File: config.mk
export PLATFORM = sky130hd
export DESIGN_NAME = sqrt_continued_fraction_period
export DESIGN_NICKNAME = d
export VERILOG_FILES = /design/src/rtl/sqcf_pkg.sv /design/src/rtl/sqcf_div.sv /design/src/rtl/sqcf_dp.sv /design/src/rtl/sqcf_ctrl.sv /design/src/rtl/sqrt_continued_fraction_period.sv
export SDC_FILE = /design/constraint.sdc
export NUM_CORES = 2
export LEC_CHECK = 0
export BUFFER_PORTS_ARGS = -buffer_cell sky130_fd_sc_hd__buf_2
export CAP_MARGIN = 20
export CORE_ASPECT_RATIO = 1.4
export CORE_MARGIN = 1
export CORE_UTILIZATION = 52
export CTS_CLUSTER_DIAMETER = 100
export DETAILED_ROUTE_END_ITERATION = 7
export MAX_ROUTING_LAYER = met4
export PLACE_DENSITY = 0.66
export SLEW_MARGIN = 20
export SYNTH_ARGS = -nofsm -noshare
export SYNTH_HDL_FRONTEND = slang
export SYNTH_SLANG_ARGS = --single-unit
File: constraint.sdc
create_clock -name clk_i -period 10.18 [get_ports clk_i]
set_clock_uncertainty 0.1 [all_clocks]
set_input_delay 0.509 -clock clk_i [delete_from_list [all_inputs] [get_ports clk_i]]
set_output_delay 0.509 -clock clk_i [all_outputs]
set_load 0.005 [all_outputs]
File: src/rtl/sqcf_pkg.sv
// Shared package for the square-root continued-fraction period block.
// Holds default sizes, fixed result field widths and the controller/datapath
// command and status structures. Depends on nothing.
package sqcf_pkg;

  // Default sizes handed to the top level parameters.
  localparam int unsigned NUMBER_BITS_DEF = 32;
  localparam int unsigned PERIOD_BITS_DEF = 21;

  // Default divider sizes that follow from the default operand width.
  localparam int unsigned ROOT_BITS_DEF    = (NUMBER_BITS_DEF + 1) / 2;
  localparam int unsigned DIVIDEND_BITS_DEF = 2 * ROOT_BITS_DEF;
  localparam int unsigned DIVISOR_BITS_DEF  = ROOT_BITS_DEF + 1;

  // Fixed port widths of the transaction fields.
  localparam int unsigned NUMBER_W     = 32;
  localparam int unsigned PERIOD_W     = 21;
  localparam int unsigned FIRST_TERM_W = 16;

  // Commands from the controller to the datapath.
  typedef struct packed {
    logic load;       // capture the operand and seed the root search
    logic root_step;  // one digit of the integer square root
    logic init_rec;   // m = 0, d = 1, a = a0
    logic mul_da;     // product = d * a
    logic sub_m;      // m = product - m
    logic mul_mm;     // product = m * m
    logic div_start;  // launch the shared divider
    logic div_sel_a;  // divider operands: (a0 + m) / d instead of (N - m*m) / d
    logic take_d;     // d = quotient
    logic take_a;     // a = quotient, count one more term
    logic set_sat;    // mark the period counter as clamped
  } sqcf_cmd_t;

  // Status from the datapath back to the controller.
  typedef struct packed {
    logic root_last;  // current root step is the final one
    logic perfect;    // root remainder is zero
    logic div_last;   // divider is in its final cycle
    logic q_zero;     // divider quotient is zero
    logic a_end;      // divider quotient equals 2 * a0
    logic cnt_full;   // one more term reaches the counter limit
  } sqcf_status_t;

endpackage

File: src/rtl/sqcf_div.sv
// Restoring divider producing one quotient bit per cycle.
// Uses no package items beyond default sizes from sqcf_pkg.
module sqcf_div #(
  parameter int unsigned DIVIDEND_BITS = sqcf_pkg::DIVIDEND_BITS_DEF,
  parameter int unsigned DIVISOR_BITS  = sqcf_pkg::DIVISOR_BITS_DEF
) (
  input  logic                     clk_i,
  input  logic                     rst_ni,
  input  logic                     start_i,
  input  logic [DIVIDEND_BITS-1:0] dividend_i,
  input  logic [DIVISOR_BITS-1:0]  divisor_i,
  output logic [DIVIDEND_BITS-1:0] quotient_o,
  output logic                     last_o
);

  localparam int unsigned CW = $clog2(DIVIDEND_BITS);

  logic                     run_q, run_d;
  logic [CW-1:0]            cnt_q, cnt_d;
  logic [DIVIDEND_BITS-1:0] dq_q, dq_d;
  logic [DIVISOR_BITS-1:0]  rem_q, rem_d;
  logic [DIVISOR_BITS-1:0]  dvs_q, dvs_d;

  logic [DIVISOR_BITS:0]    trial;
  logic [DIVISOR_BITS:0]    diff;
  logic                     ge;

  assign trial  = {rem_q, dq_q[DIVIDEND_BITS-1]};
  assign diff   = trial - {1'b0, dvs_q};
  assign ge     = (trial >= {1'b0, dvs_q});
  assign last_o = run_q && (cnt_q == CW'(DIVIDEND_BITS - 1));

  always_comb begin
    run_d = run_q;
    cnt_d = cnt_q;
    dq_d  = dq_q;
    rem_d = rem_q;
    dvs_d = dvs_q;
    if (start_i) begin
      run_d = 1'b1;
      cnt_d = '0;
      dq_d  = dividend_i;
      rem_d = '0;
      dvs_d = divisor_i;
    end else if (run_q) begin
      rem_d = ge ? diff[DIVISOR_BITS-1:0] : trial[DIVISOR_BITS-1:0];
      dq_d  = {dq_q[DIVIDEND_BITS-2:0], ge};
      cnt_d = cnt_q + CW'(1);
      if (last_o) begin
        run_d = 1'b0;
      end
    end
  end

  always_ff @(posedge clk_i or negedge rst_ni) begin
    if (!rst_ni) begin
      run_q <= 1'b0;
      cnt_q <= '0;
    end else begin
      run_q <= run_d;
      cnt_q <= cnt_d;
    end
  end

  always_ff @(posedge clk_i) begin
    dq_q  <= dq_d;
    rem_q <= rem_d;
    dvs_q <= dvs_d;
  end

  assign quotient_o = dq_q;

endmodule

File: src/rtl/sqcf_dp.sv
// Datapath: integer square root, shared multiplier, recurrence registers.
// Depends on sqcf_pkg for command/status types and on sqcf_div.
module sqcf_dp #(
  parameter int unsigned NUMBER_BITS = sqcf_pkg::NUMBER_BITS_DEF,
  parameter int unsigned PERIOD_BITS = sqcf_pkg::PERIOD_BITS_DEF
) (
  input  logic                              clk_i,
  input  logic                              rst_ni,
  input  logic [sqcf_pkg::NUMBER_W-1:0]     number_i,
  input  sqcf_pkg::sqcf_cmd_t               cmd_i,
  output sqcf_pkg::sqcf_status_t            status_o,
  output logic [sqcf_pkg::PERIOD_W-1:0]     period_o,
  output logic [sqcf_pkg::FIRST_TERM_W-1:0] first_term_o,
  output logic                              status_flag_o,
  output logic                              saturated_o
);

  localparam int unsigned RB = (NUMBER_BITS + 1) / 2;  // root width
  localparam int unsigned W  = 2 * RB;                 // root search and dividend width
  localparam int unsigned DB = RB + 1;                 // width of d and a
  localparam int unsigned PW = 2 * DB;                 // product width

  logic [NUMBER_BITS-1:0] n_q;
  logic [W-1:0]           v_q, res_q, bit_q;
  logic [RB-1:0]          m_q;
  logic [DB-1:0]          d_q, a_q;
  logic [PW-1:0]          prod_q;
  logic [PERIOD_BITS-1:0] count_q;
  logic                   sat_q;

  logic [RB-1:0]          a0;
  logic [W:0]             root_sum;
  logic                   root_ge;
  logic [DB-1:0]          op_x, op_y;
  logic [PW-1:0]          prod_d;
  logic [DB-1:0]          a0_plus_m;
  logic [W-1:0]           numer;
  logic [W-1:0]           dividend;
  logic [W-1:0]           quot;
  logic                   div_last;

  assign a0 = res_q[RB-1:0];

  // Root digit: compare the remainder against res + bit.
  assign root_sum = {1'b0, res_q} + {1'b0, bit_q};
  assign root_ge  = ({1'b0, v_q} >= root_sum);

  // One multiplier serves both d*a and m*m.
  assign op_x   = cmd_i.mul_mm ? DB'(m_q) : d_q;
  assign op_y   = cmd_i.mul_mm ? DB'(m_q) : a_q;
  assign prod_d = PW'(op_x) * PW'(op_y);

  assign a0_plus_m = DB'(a0) + DB'(m_q);
  assign numer     = W'(n_q) - W'(prod_q);
  assign dividend  = cmd_i.div_sel_a ? W'(a0_plus_m) : numer;

  sqcf_div #(
    .DIVIDEND_BITS (W),
    .DIVISOR_BITS  (DB)
  ) u_div (
    .clk_i      (clk_i),
    .rst_ni     (rst_ni),
    .start_i    (cmd_i.div_start),
    .dividend_i (dividend),
    .divisor_i  (d_q),
    .quotient_o (quot),
    .last_o     (div_last)
  );

  always_ff @(posedge clk_i) begin
    if (cmd_i.load) begin
      n_q   <= NUMBER_BITS'(number_i);
      v_q   <= W'(NUMBER_BITS'(number_i));
      res_q <= '0;
      bit_q <= {2'b01, {(W - 2){1'b0}}};
    end else if (cmd_i.root_step) begin
      v_q   <= root_ge ? (v_q - root_sum[W-1:0]) : v_q;
      res_q <= root_ge ? ((res_q >> 1) + bit_q) : (res_q >> 1);
      bit_q <= bit_q >> 2;
    end
    if (cmd_i.init_rec) begin
      m_q <= '0;
      d_q <= DB'(1);
      a_q <= DB'(a0);
    end else begin
      if (cmd_i.sub_m) begin
        m_q <= RB'(prod_q - PW'(m_q));
      end
      if (cmd_i.take_d) begin
        d_q <= quot[DB-1:0];
      end
      if (cmd_i.take_a) begin
        a_q <= quot[DB-1:0];
      end
    end
    if (cmd_i.mul_da || cmd_i.mul_mm) begin
      prod_q <= prod_d;
    end
  end

  always_ff @(posedge clk_i or negedge rst_ni) begin
    if (!rst_ni) begin
      count_q <= '0;
      sat_q   <= 1'b0;
    end else begin
      if (cmd_i.load) begin
        count_q <= '0;
        sat_q   <= 1'b0;
      end else if (cmd_i.take_a) begin
        count_q <= count_q + PERIOD_BITS'(1);
      end
      if (cmd_i.set_sat) begin
        sat_q <= 1'b1;
      end
    end
  end

  assign status_o.root_last = bit_q[0];
  assign status_o.perfect   = (v_q == '0);
  assign status_o.div_last  = div_last;
  assign status_o.q_zero    = (quot == '0);
  assign status_o.a_end     = (quot == W'({a0, 1'b0}));
  assign status_o.cnt_full  = (count_q == PERIOD_BITS'((64'd1 << PERIOD_BITS) - 64'd2));

  assign period_o      = sqcf_pkg::PERIOD_W'(count_q);
  assign first_term_o  = sqcf_pkg::FIRST_TERM_W'(a0);
  assign status_flag_o = (v_q == '0);
  assign saturated_o   = sat_q;

endmodule

File: src/rtl/sqcf_ctrl.sv
// Controller state machine sequencing root search, multiplies and divisions.
// Depends on sqcf_pkg for the command and status structures.
module sqcf_ctrl (
  input  logic                   clk_i,
  input  logic                   rst_ni,
  input  logic                   start_i,
  input  sqcf_pkg::sqcf_status_t status_i,
  output sqcf_pkg::sqcf_cmd_t    cmd_o,
  output logic                   busy_o,
  output logic                   valid_o
);

  typedef enum logic [12:0] {
    S_IDLE     = 13'b0000000000001,
    S_ROOT     = 13'b0000000000010,
    S_CHECK    = 13'b0000000000100,
    S_MUL_DA   = 13'b0000000001000,
    S_SUB_M    = 13'b0000000010000,
    S_MUL_MM   = 13'b0000000100000,
    S_DIV_D_GO = 13'b0000001000000,
    S_DIV_D    = 13'b0000010000000,
    S_TAKE_D   = 13'b0000100000000,
    S_DIV_A_GO = 13'b0001000000000,
    S_DIV_A    = 13'b0010000000000,
    S_TAKE_A   = 13'b0100000000000,
    S_DONE     = 13'b1000000000000
  } state_e;

  state_e state_q, state_d;

  always_comb begin
    state_d = state_q;
    cmd_o   = '0;
    case (state_q)
      S_IDLE: begin
        if (start_i) begin
          cmd_o.load = 1'b1;
          state_d    = S_ROOT;
        end
      end
      S_ROOT: begin
        cmd_o.root_step = 1'b1;
        if (status_i.root_last) begin
          state_d = S_CHECK;
        end
      end
      S_CHECK: begin
        if (status_i.perfect) begin
          state_d = S_DONE;
        end else begin
          cmd_o.init_rec = 1'b1;
          state_d        = S_MUL_DA;
        end
      end
      S_MUL_DA: begin
        cmd_o.mul_da = 1'b1;
        state_d      = S_SUB_M;
      end
      S_SUB_M: begin
        cmd_o.sub_m = 1'b1;
        state_d     = S_MUL_MM;
      end
      S_MUL_MM: begin
        cmd_o.mul_mm = 1'b1;
        state_d      = S_DIV_D_GO;
      end
      S_DIV_D_GO: begin
        cmd_o.div_start = 1'b1;
        state_d         = S_DIV_D;
      end
      S_DIV_D: begin
        if (status_i.div_last) begin
          state_d = S_TAKE_D;
        end
      end
      S_TAKE_D: begin
        cmd_o.take_d = 1'b1;
        state_d      = status_i.q_zero ? S_DONE : S_DIV_A_GO;
      end
      S_DIV_A_GO: begin
        cmd_o.div_start = 1'b1;
        cmd_o.div_sel_a = 1'b1;
        state_d         = S_DIV_A;
      end
      S_DIV_A: begin
        cmd_o.div_sel_a = 1'b1;
        if (status_i.div_last) begin
          state_d = S_TAKE_A;
        end
      end
      S_TAKE_A: begin
        cmd_o.take_a = 1'b1;
        if (status_i.a_end) begin
          state_d = S_DONE;
        end else if (status_i.cnt_full) begin
          cmd_o.set_sat = 1'b1;
          state_d       = S_DONE;
        end else begin
          state_d = S_MUL_DA;
        end
      end
      S_DONE: begin
        state_d = S_IDLE;
      end
      default: begin
        state_d = S_IDLE;
      end
    endcase
  end

  always_ff @(posedge clk_i or negedge rst_ni) begin
    if (!rst_ni) begin
      state_q <= S_IDLE;
    end else begin
      state_q <= state_d;
    end
  end

  assign busy_o  = (state_q != S_IDLE);
  assign valid_o = (state_q == S_DONE);

endmodule

File: src/rtl/sqrt_continued_fraction_period.sv
// Top level of the square-root continued-fraction period block.
// Depends on sqcf_pkg, sqcf_ctrl, sqcf_dp and sqcf_div.
//
// A transaction is accepted at a rising edge where start_i is high and busy_o is
// low; busy_o then stays high until the result has been shown. The block first
// takes the integer square root a0 one digit per cycle, RB = ceil(NUMBER_BITS/2)
// digits in all, then runs the recurrence m = d*a - m, d = (N - m*m)/d,
// a = (a0 + m)/d until a term equals 2*a0 or d comes out zero. The two divisions
// of each term go through one shared restoring divider with a W-bit dividend,
// W = 2*RB, that yields one quotient bit per cycle; one multiplier serves d*a and m*m.
// The result stands on period_o, first_term_o, status_o and saturated_o for
// exactly the one cycle in which valid_o is high; the receiver cannot stall it,
// so it must take it then. status_o high marks a perfect square (zero
// included), with period 0. When the period counter would pass 2^PERIOD_BITS - 1
// the count is clamped there and saturated_o is set. A new transaction can be
// started in the cycle after the strobe. Only the low NUMBER_BITS bits of
// number_i are used.
module sqrt_continued_fraction_period #(
  parameter int unsigned NUMBER_BITS = sqcf_pkg::NUMBER_BITS_DEF,
  parameter int unsigned PERIOD_BITS = sqcf_pkg::PERIOD_BITS_DEF
) (
  input  logic                              clk_i,
  input  logic                              rst_ni,
  input  logic                              start_i,
  output logic                              busy_o,
  input  logic [sqcf_pkg::NUMBER_W-1:0]     number_i,
  output logic                              valid_o,
  output logic [sqcf_pkg::PERIOD_W-1:0]     period_o,
  output logic [sqcf_pkg::FIRST_TERM_W-1:0] first_term_o,
  output logic                              status_o,
  output logic                              saturated_o
);

  sqcf_pkg::sqcf_cmd_t    cmd;
  sqcf_pkg::sqcf_status_t dp_status;

  sqcf_ctrl u_ctrl (
    .clk_i    (clk_i),
    .rst_ni   (rst_ni),
    .start_i  (start_i),
    .status_i (dp_status),
    .cmd_o    (cmd),
    .busy_o   (busy_o),
    .valid_o  (valid_o)
  );

  sqcf_dp #(
    .NUMBER_BITS (NUMBER_BITS),
    .PERIOD_BITS (PERIOD_BITS)
  ) u_dp (
    .clk_i         (clk_i),
    .rst_ni        (rst_ni),
    .number_i      (number_i),
    .cmd_i         (cmd),
    .status_o      (dp_status),
    .period_o      (period_o),
    .first_term_o  (first_term_o),
    .status_flag_o (status_o),
    .saturated_o   (saturated_o)
  );

  // An accepted transaction keeps the block busy in the following cycle.
  a_accept_busy: assert property (@(posedge clk_i) disable iff (!rst_ni)
    (start_i && !busy_o) |=> busy_o)
    else $error("accepted transaction did not make the block busy");

  // The result strobe lasts one cycle and hands the block back to idle.
  a_strobe_idle: assert property (@(posedge clk_i) disable iff (!rst_ni)
    valid_o |=> (!valid_o && !busy_o))
    else $error("result strobe not followed by idle");

  // A perfect square carries no period and no clamp.
  a_square_result: assert property (@(posedge clk_i) disable iff (!rst_ni)
    (valid_o && status_o) |-> (period_o == '0 && !saturated_o))
    else $error("perfect square reported with a period");

  // Root steps, division starts and term captures are only commanded while a transaction is in progress.
  a_cmd_when_busy: assert property (@(posedge clk_i) disable iff (!rst_ni)
    (cmd.take_a || cmd.div_start || cmd.root_step) |-> busy_o)
    else $error("datapath command issued while idle");

endmodule
**Word level (Yosys, flattened, before mapping)**

Index checks and enable logic that the tools add are counted.

- $add $sub $neg: 9
- $mul: 1
- Order comparisons: 2
- Equality and inequality tests: 21
- Multiplexer cells: 44
- Reductions and logical operators: 14

Operators with widths:

| operator | number |
|---|---|
| two-way mux 32 bit | 7 |
| case mux 13 bit (12 select lines) | 1 |
| two-way mux 13 bit | 8 |
| logical NOT 32 bit | 2 |
| subtractor 32 bit | 2 |
| two-way mux 17 bit | 3 |
| two-way mux 21 bit | 2 |
| adder 32 x 31 -> 33 bit | 1 |
| greater-or-equal comparator 32 x 33 -> 1 bit | 1 |
| adder 31 x 31 -> 32 bit | 1 |
| == test 32 x 17 -> 1 bit | 1 |
| multiplier 17 x 17 -> 32 bit | 1 |
| two-way mux 16 bit | 2 |
| adder 21 x 1 -> 21 bit (second input constant) | 1 |
| == test 21 bit (second input constant) | 1 |
| greater-or-equal comparator 18 x 17 -> 1 bit | 1 |
| two-way mux 1 bit | 18 |
| adder 16 x 16 -> 17 bit | 1 |
| subtractor 17 bit | 1 |
| subtractor 16 bit | 1 |
| == test 13 x 1 -> 1 bit (second input constant) | 1 |
| == test 13 x 10 -> 1 bit (second input constant) | 1 |
| == test 13 x 11 -> 1 bit (second input constant) | 1 |
| == test 13 x 12 -> 1 bit (second input constant) | 1 |
| other kinds (22) | 31 |

- Flip-flop bits (word level): 301
- Bits of input ports: 35
- Output and inout bits: 41
- Word-level logic and storage cells: 108

**Depth between registers and ports, before layout**

- Word-level depth: 6
- Gate-level depth with buffers: 32
- Mapped depth without buffers: 29

**Hierarchy**

From an unflattened synthesis, not the netlist that was laid out.

- Cell total of the unflattened synthesis: 3284
- Area total of the unflattened synthesis: 29535.8 µm²

By module, submodules not included:

| module | times used | cells an instance | area each (µm²) | seq. area each (µm²) |
|---|---|---|---|---|
| sqcf_dp | 1 | 2845 | 24842.6 | 5555.3 |
| sqcf_div | 1 | 336 | 3804.9 | 1961.9 |
| sqcf_ctrl | 1 | 103 | 888.4 | 326.6 |

**Worst setup path after synthesis**

No wires, ideal clock.

- Path kind: register to register
- Start: reg u_ctrl.state_q[0]
- End: reg u_dp.prod_q[27] (data pin)
- Setup time: 0.259 ns
- Data arrival time: 7.688 ns
- Required time: 9.821 ns
- Slack: 2.133 ns
- Cell stages (with the launch flop): 30
- Buffers on the path: 4
- Clock period less this slack: 8.047 ns
- Path through: dfstp_2 -> clkbuf_1 -> nor4_2 -> nand4_1 -> or3_1 -> clkbuf_1 -> buf_2 -> a21oi_1 -> clkbuf_1 -> nor2_1 -> fa_1 -> inv_1 -> fa_1 -> fa_1 -> inv_1 -> fa_1 -> fa_1 -> inv_1 -> fa_1 -> inv_1 -> ha_1 -> a2111o_1 -> or3_1 -> a21oi_1 -> nor4_1 -> a2111oi_0 -> nor4_1 -> o21a_1 -> nor2_1 -> xnor2_1

- Word-level cells in the longest chain between the ends: 4
- Elaborated cells on any way between the ends: 5
- Classes of those cells: 1 x mul; 1 x eq/ne; 3 x mux

RTL lines:

| element | RTL line | text |
|---|---|---|
| from (decl) | sqcf_ctrl.sv:29 | `state_e state_q, state_d;` |
| from (signal assigned) | sqcf_ctrl.sv:115 | `state_q <= state_d;` |
| == test 13 x 6 -> 1 bit * | sqcf_ctrl.sv:34 | `case (state_q)` |
| two-way mux 1 bit * | sqcf_ctrl.sv:34 |  |
| two-way mux 17 bit (on tied branches) | sqcf_dp.sv:49, sqcf_dp.sv:50 |  |
| multiplier 17 x 17 -> 32 bit * | sqcf_dp.sv:51 | `assign prod_d = PW'(op_x) * PW'(op_y);` |
| named net u_dp.prod_d[27] | sqcf_dp.sv:35 | `logic [PW-1:0] prod_d;` |
| to (signal assigned) | sqcf_dp.sv:97 | `prod_q <= prod_d;` |
| to (decl) | sqcf_dp.sv:27 | `logic [PW-1:0] prod_q;` |

The timed path passes the listed nets; every way through them passes the cells marked *.
A chain may end at the register's enable or synchronous reset.

**Worst setup path in the final report**

- Start: reg u_ctrl.state_q[8]
- End: reg u_dp.prod_q[30] (data pin)

The elaborated chain is that of the path after synthesis.

==> metrics <==
DRC=0; setup violators final=0; Slew Viols, Final=0; RSZ-0062 raised after global routing=no; critical path class=reg -> reg; Max Root-Sink Buffers=3; Flop pwr share=0.293; Rel. slew slack=0.3170; PwrDens=209.9 mW/mm^2; top area cells in the synthesized netlist=edfxtp_1 17%, fa_1 16%, ha_1 11%; cells after synthesis=3357; Gate power share=0.508; Max-Cap Viols=0; post-CTS sizing=0; area of the multi-input gates=0.01931 sq mm; GP Congestion=0.9971; Syn Nets=around 3900; register area share after synthesis=0.2685; CP endpoint kind=flip-flop; Worst-Margin Slew=1015 ps; clock sinks=301; Detail Route Antenna Nets=0; vias in the first global route=24928; Die X=202.3 microns; global route overflow=0; met2 wire len=47.02 mm; area delta synth->final=8.019%; Die H=282.4 microns; DR iter-0 viols=1454; Clock Power Share=0.199; Clock transition at path regs=approximately 60 ps; Post-Route WL=just over 90 mm; syn avg cell area=8.701 sq um; global-route wire length before repair=between 100 and 150 mm; Detail Placement HPWL=73.96 mm; drt pass-1 iters=5; Tcrit/Tclk final=0.9408; top_reg_cell synth=edfxtp_1; count of flip-flops with a built-in enable after synthesis=161; Yosys cell types=between 80 and 90; Met3 Wirelength=4.092 mm; Fin Setup TNS=0 ps; WL met1=roughly 34 mm; CTS H-tree depth=2; Critical Path AT=9790 ps; Vias=24489; status=complete, no violations; max incr delay on CP=780 ps; Top Layer Used=met4; mapped cell area=just under 0.03 sq mm; fillers=just over 5000; Hold WC Path Type=in -> reg; CP required=10390 ps; number of buffer cells added on primary ports=75; Pleak=14.04 nW; count of state elements after synthesis=around 300; CTS tree=yes; vias per cell=5.905; FFs w/ async S/R, synth=0.1362; pin count of the biggest net entering global routing=between 70 and 80; Ys Warns=0; top-area cell type share of the netlist area=0.1655; Util after Layout=0.5696; min Tclk post-route=around 9600 ps; fmax=104.4 MHz; Max IR drop VDD=233.1 uV; gr usage total=0.3379; Yosys top cell by area=edfxtp_1; Clk Tree Root Cell=clkbuf_16; Most common cell on crit path=fa_1; crit path launch type=flip-flop; Final Hold Fails=0; total CTS buffers=36; FF/Latch Area=a little under 0.008 sq mm; most frequent cell after synthesis=nand2_1; slowest CP cell=a2111oi_0; share of layout cells above drive strength 1=0.07461; Post-CTS Repair Setup Buffers=0; later-pin clock latency in the skew report=560 ps; CORE AREA=0.05539 sq mm; I/O Pins=76; Initial Utilization=0.5274; placement row count=slightly above 100; initial antenna violation count=1; Sw Ratio=0.4413; Hold Buf Count CTS=0; Wirelength per Cell=22.32 microns; P_int=3.700 mW; Synth top cells by count=451 x nand2_1, 402 x inv_1, 333 x nor2_1; P_sw=roughly 3 mW; number of nets in the layout=3900; DIE AREA=0.05714 sq mm; Crit Path Max Fanout=30
-- cell type report --
class / count / share of cell area
Timing Repair Buffer: 127 / 0.02506
Multi-Input combinational cell: 2521 / 0.6119
Clock buffer: 44 / 0.02982
Tap cell: 728 / 0.02887
Antenna cell: 1 / 0.00007931
Clock inverter: 21 / 0.007535
Inverter: 404 / 0.04814
Sequential cell: 301 / 0.2486
-- critical path, delay by kind of cell (launching register included) --
kind | cells | cell delay, ps
fa+ha+maj | 7 | 3550
buf+inv | 7 | 1160
xor+xnor | 1 | 90
compound gates | 8 | 1910
simple gates | 6 | 2060
flops | 1 | 450
-- cells by family (layout without fill, tap and decap cells) --
logic type,after synthesis,after routing,share of synthesized area
xor+xnor,185,185,0.05547
buf+inv,535,596,0.07273
flops,301,301,0.2685
simple gates,1138,1138,0.1776
mux,55,55,0.01958
other cells,0,1,0
compound gates,669,669,0.1445
fa+ha+maj,474,474,0.2616
-- metal layers --
| metal | up-vias | GRT usage |
|---|---|---|
| li1 | 11485 | - |
| met1 | 11990 | 0.3642 |
| met2 | 729 | 0.5883 |
| met3 | 285 | 0.03675 |
| met4 | 0 | 0.2244 |
| met5 | - | - |
-- sequential cells by signal (all words and copies together), names as in the netlist --
signal / flops
u_dp.u_div.quotient_o: 32
u_dp.u_div.cnt_q: 5
u_dp.v_q: 32
u_dp.bit_q: 16
u_dp.u_div.dvs_q: 17
u_dp.res_q: 32
u_dp.n_q: 32
u_dp.u_div.run_q: 1
u_dp.saturated_o: 1
u_dp.a_q: 17
u_dp.period_o: 21
u_ctrl.state_q: 13
u_dp.u_div.rem_q: 17
u_dp.d_q: 17
u_dp.m_q: 16
u_dp.prod_q: 32
-- power by group through the flow --
stage | Clock [mW] | Sequential (mW) | Combinational, mW
3_5_place_dp | 0 | 1.95 | 3.32
4_1_cts | 1.34 | 1.93 | 3.34
3_3_place_gp | 0 | 1.95 | 3.23
6_report | 1.32 | 1.94 | 3.36
5_1_grt | 1.38 | 1.96 | 3.71
2_1_floorplan | 0 | 1.77 | 2.67
-- stage by stage --
step | hold WS, ps | setup WS [ps] | total power [mW] | area [sq um] | cells
after floorplan | 113.4 | 2133 | 4.442 | 29210 | 3357
after global placement | 372.6 | 837.4 | 5.183 | 30330 | 4079
after detailed placement | 370.3 | 758.9 | 5.272 | 30360 | 4080
after CTS | 16.94 | 737.3 | 6.610 | 31540 | 4145
after global routing | 28.77 | 125.5 | 7.048 | 31550 | 4147
final | 40.42 | 602.2 | 6.622 | 31550 | 4147
-- final timing paths --
check	cells after the start	to	startpoint	slack, ps
worst max-delay path	29	u_dp.prod_q[30]	u_ctrl.state_q[8]	600
worst min-delay path	1	u_dp.n_q[7]	number_i[7]	40
worst max register to register	29	u_dp.prod_q[30]	u_ctrl.state_q[8]	600
worst min register to register	2	u_dp.m_q[5]	u_dp.m_q[5]	380
max in group asynchronous	2	u_ctrl.state_q[5]	rst_ni	9140
min in group asynchronous	2	u_dp.period_o[14]	rst_ni	410
-- cells in the final DEF (no fill, tap or decap), drive strengths merged, types with 14 or more instances in the layout --
cell type and instances:
nand4 38, dfxtp 99, nor2 334, a211oi 44, mux2 17, and2 14
a31oi 45, o31ai 21, nand2 451, and3 36, nor3b 20, xor2 67
inv 403, buf 126, nor4 33, o21bai 24, nand3 55, or3 23
clkbuf 44, xnor2 118, clkinv 18, nor3 58, dfrtp 40, nor2b 24
edfxtp 161, o21a 32, ha 246, nand2b 23, o21ai 142, a21oi 219
fa 228, a21o 45, mux2i 38
Power figures use the tool's default switching activity.
